**config.mk**
```make
export PLATFORM = sky130hd
export DESIGN_NAME = led_driver_chain_frame_sender
export DESIGN_NICKNAME = d
export VERILOG_FILES = /design/src/hdl/ldcfs_pkg.sv /design/src/hdl/led_driver_chain_frame_sender.sv /design/src/hdl/ldcfs_ctrl.sv /design/src/hdl/ldcfs_datapath.sv
export SDC_FILE = /design/constraint.sdc
export NUM_CORES = 2
export LEC_CHECK = 0
export ABC_AREA = 1
export BUFFER_PORTS_ARGS = -buffer_cell sky130_fd_sc_hd__clkbuf_2
export CORE_ASPECT_RATIO = 1.2
export CORE_MARGIN = 2
export CORE_UTILIZATION = 43
export DETAILED_ROUTE_END_ITERATION = 10
export SLEW_MARGIN = 20
export SYNTH_ARGS = -nofsm -noshare
export SYNTH_HDL_FRONTEND = slang
export SYNTH_HIERARCHICAL = 1
export SYNTH_SLANG_ARGS = --single-unit
```
**constraint.sdc**
```tcl
create_clock -name clock -period 13.2 [get_ports clock]
set_input_delay 0.66 -clock clock [delete_from_list [all_inputs] [get_ports clock]]
set_output_delay 0.66 -clock clock [all_outputs]
set_load 0.01 [all_outputs]
```
**src/hdl/ldcfs_pkg.sv**
```systemverilog
// Shared types and constants for the LED driver chain frame sender.
package ldcfs_pkg;

   localparam int unsigned CHANNELS_PER_CHIP = 16;
   localparam int unsigned ROW_W = 4;
   localparam int unsigned WORD_W = 16;
   localparam int unsigned GAIN_W = 6;
   localparam int unsigned OP_W = 3;
   localparam int unsigned INDEX_W = 8;
   localparam int unsigned LATCH_W = 4;

   // Command codes
   localparam logic [OP_W-1:0] OP_SET_CHANNEL = 3'd0;
   localparam logic [OP_W-1:0] OP_SEND_ROW = 3'd1;
   localparam logic [OP_W-1:0] OP_SEND_CONFIG = 3'd2;
   localparam logic [OP_W-1:0] OP_ALL_ON = 3'd3;
   localparam logic [OP_W-1:0] OP_ALL_OFF = 3'd4;
   localparam logic [OP_W-1:0] OP_CLEAR = 3'd5;

   // Latch enable counts on the final bits of a word
   localparam logic [LATCH_W-1:0] LATCH_NONE = 4'd0;
   localparam logic [LATCH_W-1:0] LATCH_SWITCH = 4'd2;
   localparam logic [LATCH_W-1:0] LATCH_DATA = 4'd4;
   localparam logic [LATCH_W-1:0] LATCH_GLOBAL = 4'd6;
   localparam logic [LATCH_W-1:0] LATCH_CONFIG = 4'd7;

   localparam logic [ROW_W-1:0] LAST_ROW = 4'd15;
   localparam logic [WORD_W-1:0] WORD_ALL_ON = 16'hffff;
   localparam logic [WORD_W-1:0] WORD_ALL_OFF = 16'h0000;

   // Controller to datapath commands
   typedef struct packed {
      logic mem_write;
      logic write_zero;
      logic mem_read;
      logic load_word;
      logic emit;
      logic emit_last;
   } ldcfs_cmd_type;

endpackage

```
**src/hdl/led_driver_chain_frame_sender.sv**
```systemverilog
// Top level of the LED driver chain frame sender.
//
// Commands are taken on start while busy is low. Set channel and unused codes
// finish at once. Send row, send config, all on and all off each give
// CHIP_COUNT words, one per clock cycle, chip 0 first; the first word appears
// once the emit state has read it into the result registers, and busy drops
// on the cycle the last word appears. The pace is set by the single read port
// of the brightness store, one chip per cycle. Clear runs a sweep that zeroes
// the store one word per cycle with busy high; the same sweep runs right after
// reset. Each result beat is on rsp_* for exactly one cycle with rsp_valid
// high: the receiver cannot stall it. The gain register is written through
// csr_valid, which is always ready.
module led_driver_chain_frame_sender #(
   parameter int unsigned CHIP_COUNT = 9
) (
   input  logic                               clock,
   input  logic                               reset,
   input  logic                               start,
   output logic                               busy,
   input  logic [ldcfs_pkg::OP_W-1:0]         req_operation,
   input  logic [ldcfs_pkg::INDEX_W-1:0]      req_led_index,
   input  logic [ldcfs_pkg::WORD_W-1:0]       req_value,
   input  logic [ldcfs_pkg::ROW_W-1:0]        req_row,
   output logic                               rsp_valid,
   output logic [ldcfs_pkg::WORD_W-1:0]       rsp_data_word,
   output logic [ldcfs_pkg::LATCH_W-1:0]      rsp_latch_clocks,
   output logic                               rsp_last,
   input  logic                               csr_valid,
   output logic                               csr_ready,
   input  logic [ldcfs_pkg::GAIN_W-1:0]       csr_wdata
);

   localparam int unsigned DEPTH = ldcfs_pkg::CHANNELS_PER_CHIP * CHIP_COUNT;
   localparam int unsigned ADDR_W = $clog2(DEPTH);
   localparam int unsigned CHIP_W = (CHIP_COUNT > 1) ? $clog2(CHIP_COUNT) : 1;

   ldcfs_pkg::ldcfs_cmd_type cmd;
   logic [ADDR_W-1:0]        mem_addr;

   assign csr_ready = 1'b1;

   ldcfs_ctrl #(
      .CHIP_COUNT(CHIP_COUNT),
      .DEPTH(DEPTH),
      .ADDR_W(ADDR_W),
      .CHIP_W(CHIP_W)
   ) u_ctrl (
      .clock(clock),
      .reset(reset),
      .start(start),
      .busy(busy),
      .req_operation(req_operation),
      .req_led_index(req_led_index),
      .req_row(req_row),
      .cmd(cmd),
      .mem_addr(mem_addr)
   );

   ldcfs_datapath #(
      .DEPTH(DEPTH),
      .ADDR_W(ADDR_W)
   ) u_datapath (
      .clock(clock),
      .reset(reset),
      .cmd(cmd),
      .mem_addr(mem_addr),
      .req_operation(req_operation),
      .req_row(req_row),
      .req_value(req_value),
      .csr_valid(csr_valid),
      .csr_wdata(csr_wdata),
      .rsp_valid(rsp_valid),
      .rsp_data_word(rsp_data_word),
      .rsp_latch_clocks(rsp_latch_clocks),
      .rsp_last(rsp_last)
   );

endmodule

```
**src/hdl/ldcfs_ctrl.sv**
```systemverilog
// Controller: command decode, store clearing sweep and per-chip word sequencing.
module ldcfs_ctrl #(
   parameter int unsigned CHIP_COUNT = 9,
   parameter int unsigned DEPTH = 144,
   parameter int unsigned ADDR_W = 8,
   parameter int unsigned CHIP_W = 4
) (
   input  logic                               clock,
   input  logic                               reset,
   input  logic                               start,
   output logic                               busy,
   input  logic [ldcfs_pkg::OP_W-1:0]         req_operation,
   input  logic [ldcfs_pkg::INDEX_W-1:0]      req_led_index,
   input  logic [ldcfs_pkg::ROW_W-1:0]        req_row,
   output ldcfs_pkg::ldcfs_cmd_type           cmd,
   output logic [ADDR_W-1:0]                  mem_addr
);

   localparam logic [1:0] ST_IDLE = 2'd0;
   localparam logic [1:0] ST_CLEAR = 2'd1;
   localparam logic [1:0] ST_EMIT = 2'd2;

   localparam int unsigned IDX_W = (ADDR_W > ldcfs_pkg::INDEX_W) ? ADDR_W : ldcfs_pkg::INDEX_W;
   localparam int unsigned RD_W = CHIP_W + ldcfs_pkg::ROW_W;
   localparam logic [CHIP_W-1:0] LAST_CHIP = CHIP_W'(CHIP_COUNT - 1);
   localparam logic [ADDR_W-1:0] LAST_ADDR = ADDR_W'(DEPTH - 1);

   logic [1:0]                      state_ff, state_in;
   logic [CHIP_W-1:0]               chip_ff, chip_in;
   logic [ADDR_W-1:0]               clr_addr_ff, clr_addr_in;
   logic [ldcfs_pkg::ROW_W-1:0]     row_ff, row_in;
   logic                            accept;
   logic [IDX_W-1:0]                led_ext;
   logic [RD_W-1:0]                 rd_full;
   logic                            in_range;

   assign busy = (state_ff != ST_IDLE);
   assign accept = start && !busy;
   assign led_ext = IDX_W'(req_led_index);
   assign rd_full = {chip_ff, row_ff};
   assign in_range = (32'(req_led_index) < 32'(DEPTH));

   always_comb begin
      state_in = state_ff;
      chip_in = chip_ff;
      clr_addr_in = clr_addr_ff;
      row_in = row_ff;
      cmd = '0;
      mem_addr = led_ext[ADDR_W-1:0];
      unique case (state_ff)
         ST_IDLE: begin
            if (accept) begin
               unique case (req_operation)
                  ldcfs_pkg::OP_SET_CHANNEL: begin
                     cmd.mem_write = in_range;
                  end
                  ldcfs_pkg::OP_SEND_ROW, ldcfs_pkg::OP_SEND_CONFIG,
                  ldcfs_pkg::OP_ALL_ON, ldcfs_pkg::OP_ALL_OFF: begin
                     cmd.load_word = 1'b1;
                     state_in = ST_EMIT;
                     chip_in = '0;
                     row_in = req_row;
                  end
                  ldcfs_pkg::OP_CLEAR: begin
                     state_in = ST_CLEAR;
                     clr_addr_in = '0;
                  end
                  default: begin
                  end
               endcase
            end
         end
         ST_CLEAR: begin
            cmd.mem_write = 1'b1;
            cmd.write_zero = 1'b1;
            mem_addr = clr_addr_ff;
            if (clr_addr_ff == LAST_ADDR) begin
               state_in = ST_IDLE;
            end else begin
               clr_addr_in = clr_addr_ff + 1'b1;
            end
         end
         ST_EMIT: begin
            cmd.mem_read = 1'b1;
            cmd.emit = 1'b1;
            mem_addr = rd_full[ADDR_W-1:0];
            if (chip_ff == LAST_CHIP) begin
               cmd.emit_last = 1'b1;
               state_in = ST_IDLE;
            end else begin
               chip_in = chip_ff + 1'b1;
            end
         end
         default: begin
            state_in = ST_IDLE;
         end
      endcase
   end

   always_ff @(posedge clock) begin
      if (reset) begin
         // sweep the store to zero after reset
         state_ff <= ST_CLEAR;
         clr_addr_ff <= '0;
         chip_ff <= '0;
      end else begin
         state_ff <= state_in;
         clr_addr_ff <= clr_addr_in;
         chip_ff <= chip_in;
      end
      row_ff <= row_in;
   end

endmodule

```
**src/hdl/ldcfs_datapath.sv**
```systemverilog
// Datapath: brightness store, gain register, word select and result registers.
module ldcfs_datapath #(
   parameter int unsigned DEPTH = 144,
   parameter int unsigned ADDR_W = 8
) (
   input  logic                               clock,
   input  logic                               reset,
   input  ldcfs_pkg::ldcfs_cmd_type           cmd,
   input  logic [ADDR_W-1:0]                  mem_addr,
   input  logic [ldcfs_pkg::OP_W-1:0]         req_operation,
   input  logic [ldcfs_pkg::ROW_W-1:0]        req_row,
   input  logic [ldcfs_pkg::WORD_W-1:0]       req_value,
   input  logic                               csr_valid,
   input  logic [ldcfs_pkg::GAIN_W-1:0]       csr_wdata,
   output logic                               rsp_valid,
   output logic [ldcfs_pkg::WORD_W-1:0]       rsp_data_word,
   output logic [ldcfs_pkg::LATCH_W-1:0]      rsp_latch_clocks,
   output logic                               rsp_last
);

   logic [ldcfs_pkg::WORD_W-1:0]  store_mem [0:DEPTH-1];
   logic [ldcfs_pkg::WORD_W-1:0]  rd_data_ff;
   logic [ldcfs_pkg::WORD_W-1:0]  word_ff, word_in;
   logic [ldcfs_pkg::LATCH_W-1:0] final_latch_ff, final_latch_in;
   logic                          sel_mem_ff;
   logic [ldcfs_pkg::GAIN_W-1:0]  gain_ff;
   logic                          rsp_valid_ff;
   logic                          rsp_last_ff;
   logic [ldcfs_pkg::LATCH_W-1:0] rsp_latch_ff;
   logic [ldcfs_pkg::WORD_W-1:0]  wdata;

   assign wdata = cmd.write_zero ? ldcfs_pkg::WORD_ALL_OFF : req_value;

   always_comb begin
      word_in = ldcfs_pkg::WORD_ALL_OFF;
      final_latch_in = ldcfs_pkg::LATCH_SWITCH;
      unique case (req_operation)
         ldcfs_pkg::OP_SEND_ROW: begin
            final_latch_in = (req_row == ldcfs_pkg::LAST_ROW) ?
                             ldcfs_pkg::LATCH_GLOBAL : ldcfs_pkg::LATCH_DATA;
         end
         ldcfs_pkg::OP_SEND_CONFIG: begin
            word_in = ldcfs_pkg::WORD_W'(gain_ff);
            final_latch_in = ldcfs_pkg::LATCH_CONFIG;
         end
         ldcfs_pkg::OP_ALL_ON: begin
            word_in = ldcfs_pkg::WORD_ALL_ON;
         end
         default: begin
         end
      endcase
   end

   always_ff @(posedge clock) begin
      if (cmd.mem_write) begin
         store_mem[mem_addr] <= wdata;
      end
      if (cmd.mem_read) begin
         rd_data_ff <= store_mem[mem_addr];
      end
   end

   always_ff @(posedge clock) begin
      if (reset) begin
         gain_ff <= '0;
         rsp_valid_ff <= 1'b0;
      end else begin
         if (csr_valid) begin
            gain_ff <= csr_wdata;
         end
         rsp_valid_ff <= cmd.emit;
      end
      if (cmd.load_word) begin
         word_ff <= word_in;
         final_latch_ff <= final_latch_in;
         sel_mem_ff <= (req_operation == ldcfs_pkg::OP_SEND_ROW);
      end
      rsp_last_ff <= cmd.emit_last;
      rsp_latch_ff <= cmd.emit_last ? final_latch_ff : ldcfs_pkg::LATCH_NONE;
   end

   assign rsp_valid = rsp_valid_ff;
   assign rsp_data_word = sel_mem_ff ? rd_data_ff : word_ff;
   assign rsp_latch_clocks = rsp_latch_ff;
   assign rsp_last = rsp_last_ff;

endmodule

```
==> metrics.md <==
| Metric | Value |
|---|---|
| Clock skew after layout | `73.25 ps` |
| Mean number of vias per cell | `5.377` |
| Count of nets after finishing | `8757` |
| Cell types occupying the most area after synthesis | `sky130_fd_sc_hd__edfxtp_1 (73%), sky130_fd_sc_hd__nand2_1 (18%), sky130_fd_sc_hd__nor2_1 (2.0%), sky130_fd_sc_hd__buf_2 (1.2%), sky130_fd_sc_hd__a22oi_1 (1.1%)` |
| Status | `completed` |
| Filler instances | `19720` |
| Endpoint required time on the critical path | `13950 ps` |
| Post-detailed-route wirelength per cell | `23.87 um` |
| Endpoint of the worst hold-timing path | `u_datapath/gain_ff[3]$_SDFFE_PP0P_` |
| Clock H-tree levels | `4` |
| Number of nets still failing antenna checks after routing | `0` |
| Fraction of layout cells with a size suffix above 1 | `7.475%` |
| Post-route fraction of the period consumed by the critical path | `47.32%` |
| Setup ws final | `6954 ps` |
| Crit path max fanout | `142` |
| Maximum operating frequency | `160.1 MHz` |
| Slew at the pin closest to its max-slew limit | `1209 ps` |
| Met1 Usage GRT | `32.75%` |
| Worst slew margin relative to its limit | `19.42%` |
| Height of the chip | `521.3 um` |
| Total global routing overflow | `0` |
| Final setup fails | `0` |
| Global routing met3 resource utilization | `4.060%` |
| Share of Yosys cell area claimed by the top area cell type | `73.13%` |
| Initial cell density of the core | `43.32%` |
| Start of the worst register-to-register path | `u_ctrl/state_ff[1]$_SDFFE_PP0P_` |
| Max-slew violations | `0` |
| Power per unit of standard cell area | `267.2 nW/um2` |
| Gr usage total | `24.33%` |
| Hold-critical path depth | `3` |
| Post-Route Setup TNS | `0 ps` |
| Number of rows in the core area | `189` |
| Die boundary width | `435.1 um` |
| Shortest clock period the worst path allows after layout | `6246 ps` |
| Total DRC errors in the routed layout | `0` |
| Number of cells traversed by the worst register-to-register path | `20` |
| Crit end category | `register` |
| IO Pins | `65` |
| Total Power Consumption | `28.64 mW` |
| TritonCTS buffer count | `227` |
| Core Footprint | `221300 um2` |
| Count of routing violations after the opening detailed-route iteration | `6898` |
| TritonCTS clock tree | `yes` |
| Largest net degree at the start of global routing | `172` |
| Launching element type of the critical path | `register` |
| Clock Tree Root | `sky130_fd_sc_hd__clkbuf_16` |
| Type of the worst min-delay path | `input pin to register` |
| Library cell occupying the most area in the post-synthesis netlist | `sky130_fd_sc_hd__edfxtp_1` |
| Final hold viol count | `0` |
| Crit path arrival time | `7000 ps` |
| Port Buffer Count | `62` |
| Vias after detailed routing | `63700` |
| Worst hold path startpoint | `csr_wdata[3]` |
| Clock transition time at the flip-flop clock pins of the worst setup and hold paths | `70 ps` |
| Number of nets in the synthesized netlist | `8670` |
| Estimated wirelength of the detail-placed design | `157.1 mm` |
| Unrepaired setup endpoints after global routing | `false` |
| Maximum number of buffers from clock root to sink | `4` |
| Minimum setup slack after placement | `6984 ps` |
| PostCTS Resize Cnt | `0` |
| Number of flip-flops and latches in the synthesized netlist | `2360` |
| Worst Setup Path Type | `register to register` |
| Mapped Cells | `8623` |
| Worst R2R Setup Slack | `6950 ps` |
| Max VDD drop | `0.4921 mV` |
| Iteration count of the initial detailed-routing pass | `6` |
| LEAKAGE | `41.26 nW` |
| Number of clock sinks seen by CTS | `2360` |
| Reported max-cap violation count | `0` |
| Post-layout utilization of the core | `48.42%` |
| Die footprint | `226800 um2` |
| Critical R2R Capture | `u_datapath/rd_data_ff[6]$_DFFE_PP_` |
| Global routing's busiest layer | `met2` |
| Number of warnings reported in the yosys synthesis log | `6` |
| Distinct cells, synth | `39` |
| Syn Std Cell Area | `95890 um2` |
| Number of global-route vias before repair | `61000` |
| Sequential-to-total area share from yosys stat | `73.65%` |
| Mean post-synth cell area | `11.12 um2` |
| Clock Latency Late Sink | `900 ps` |
| Total Routed Length | `282.7 mm` |
| First-pass GRT wire length | `411.2 mm` |
| Initial antenna violation count | `6` |
| Layout overhead on the synthesized area | `11.77%` |
| Global placer's final weighted congestion | `0.8850` |
| Global routing met2 resource utilization | `39.57%` |
## routing by layer
metal,part of all wire [%],vias up
met1,40,31410
li1,-,28970
met5,0.013,-
met3,8.9,463
met2,47,2851
met4,4.1,6
## synthesized netlist by cell type (all sizes together)
library cell     n
o22ai            3
nor3             1
edfxtp        2335
a21oi           82
dfxtp           25
a21boi           1
inv             88
o21ai           52
ha               6
conb             2
nor2           522
nand2         4620
clkinv           3
nor3b            1
buf            291
nand4           89
clkbuf         139
a22oi          144
a31oi            6
nand3          187
or2             25
o31ai            1
## worst max path at each step
stage	cells past startpoint	slack, ps	start	end
after floorplan	5	8020	u_ctrl/state_ff[1]$_SDFFE_PP0P_	u_datapath/store_mem[0][10]$_DFFE_PP_
after global placement	20	7080	u_ctrl/state_ff[1]$_SDFFE_PP0P_	u_datapath/rd_data_ff[6]$_DFFE_PP_
after detailed placement	20	6980	u_ctrl/state_ff[1]$_SDFFE_PP0P_	u_datapath/rd_data_ff[6]$_DFFE_PP_
after CTS	20	7010	u_ctrl/state_ff[1]$_SDFFE_PP0P_	u_datapath/rd_data_ff[6]$_DFFE_PP_
after global routing	20	6570	u_ctrl/state_ff[1]$_SDFFE_PP0P_	u_datapath/rd_data_ff[6]$_DFFE_PP_
final	20	6950	u_ctrl/state_ff[1]$_SDFFE_PP0P_	u_datapath/rd_data_ff[6]$_DFFE_PP_
## where the power goes
| part | switching, mW | internal, mW |
|---|---|---|
| Combinational | 10.1 | 2.96 |
| Sequential | 0.0797 | 9.24 |
| Clock | 2.77 | 3.53 |
## area by class of cell
type                    instances  area (um2)  share of cell area, %
clock buffers                 279        5939                  5.542
inverters                      91       387.9                 0.3619
multi-input cells            5742       23230                  21.67
clock inverters               123        1092                  1.019
well taps                    2960        3704                  3.456
flip-flops and latches       2360       70620                  65.89
diodes                          3       7.507               0.007005
repair buffers                288        2195                  2.048
## state kept, by name, indices dropped and copies added, names as in the netlist
signal	flops
u_datapath/word_ff	7
u_datapath/store_mem	2304
u_datapath/final_latch_ff	3
u_datapath/gain_ff	6
u_datapath/sel_mem_ff	1
u_ctrl/row_ff	4
u_datapath/rsp_last	1
u_ctrl/clr_addr_ff	8
u_ctrl/state_ff	2
u_datapath/rd_data_ff	16
u_datapath/rsp_valid	1
u_datapath/rsp_latch_clocks	3
u_ctrl/chip_ff	4
## layout by cell type (no fill, tap or decap), types with 29 or more instances in the layout
cell type and instances:
sky130_fd_sc_hd__a21oi_1 80, sky130_fd_sc_hd__a22oi_1 144, sky130_fd_sc_hd__buf_4 204, sky130_fd_sc_hd__clkbuf_1 49, sky130_fd_sc_hd__clkbuf_16 230, sky130_fd_sc_hd__clkbuf_2 62
sky130_fd_sc_hd__clkinv_1 51, sky130_fd_sc_hd__clkinv_2 33, sky130_fd_sc_hd__edfxtp_1 2335, sky130_fd_sc_hd__inv_1 80, sky130_fd_sc_hd__nand2_1 4611, sky130_fd_sc_hd__nand3_1 185
sky130_fd_sc_hd__nand4_1 89, sky130_fd_sc_hd__nor2_1 480, sky130_fd_sc_hd__nor2_4 29, sky130_fd_sc_hd__o21ai_0 34
## logic make-up after synthesis
logic type	Yosys count	share of synthesized area (%)
and+or+nand+nor	5445	21.94
adders and majority gates	6	0.07829
other	2	0.007832
AOI/OAI and AO/OA	289	1.913
DFF	2360	73.65
buffers and inverters	521	2.415
## critical path: stages, from the launching register on
cell,delay [ps]
sky130_fd_sc_hd__dfxtp_1,320
sky130_fd_sc_hd__inv_1,100
sky130_fd_sc_hd__ha_2,900
sky130_fd_sc_hd__nand2_1,230
sky130_fd_sc_hd__a31oi_4,370
sky130_fd_sc_hd__buf_4,670
sky130_fd_sc_hd__buf_12,460
sky130_fd_sc_hd__buf_4,770
sky130_fd_sc_hd__buf_4,830
sky130_fd_sc_hd__nand2_1,140
sky130_fd_sc_hd__nand2_1,110
sky130_fd_sc_hd__nand2_1,50
sky130_fd_sc_hd__nand2_1,100
sky130_fd_sc_hd__nand2_1,50
sky130_fd_sc_hd__nand2_1,130
sky130_fd_sc_hd__nor2_1,80
sky130_fd_sc_hd__nor2_1,130
sky130_fd_sc_hd__nor2_1,70
sky130_fd_sc_hd__nand2_1,160
sky130_fd_sc_hd__nand2_1,70
sky130_fd_sc_hd__nand3_1,80
## through the flow
step | instances | cell area, um2 | hold WS, ps
2_1_floorplan | 8623 | 95890 | 402.7
3_3_place_gp | 11430 | 99970 | 415.0
3_5_place_dp | 11430 | 100000 | 418.3
4_1_cts | 11840 | 107100 | 4.995
5_1_grt | 11840 | 107200 | 69.12
6_report | 11850 | 107200 | 57.23
## timing repair
| action | CTS | global route |
|---|---|---|
| setup buffers | 0 | 0 |
| hold endpoints to repair | 7 | 0 |
| hold buffers | 7 | 0 |
(Power assumes the default switching activity.)
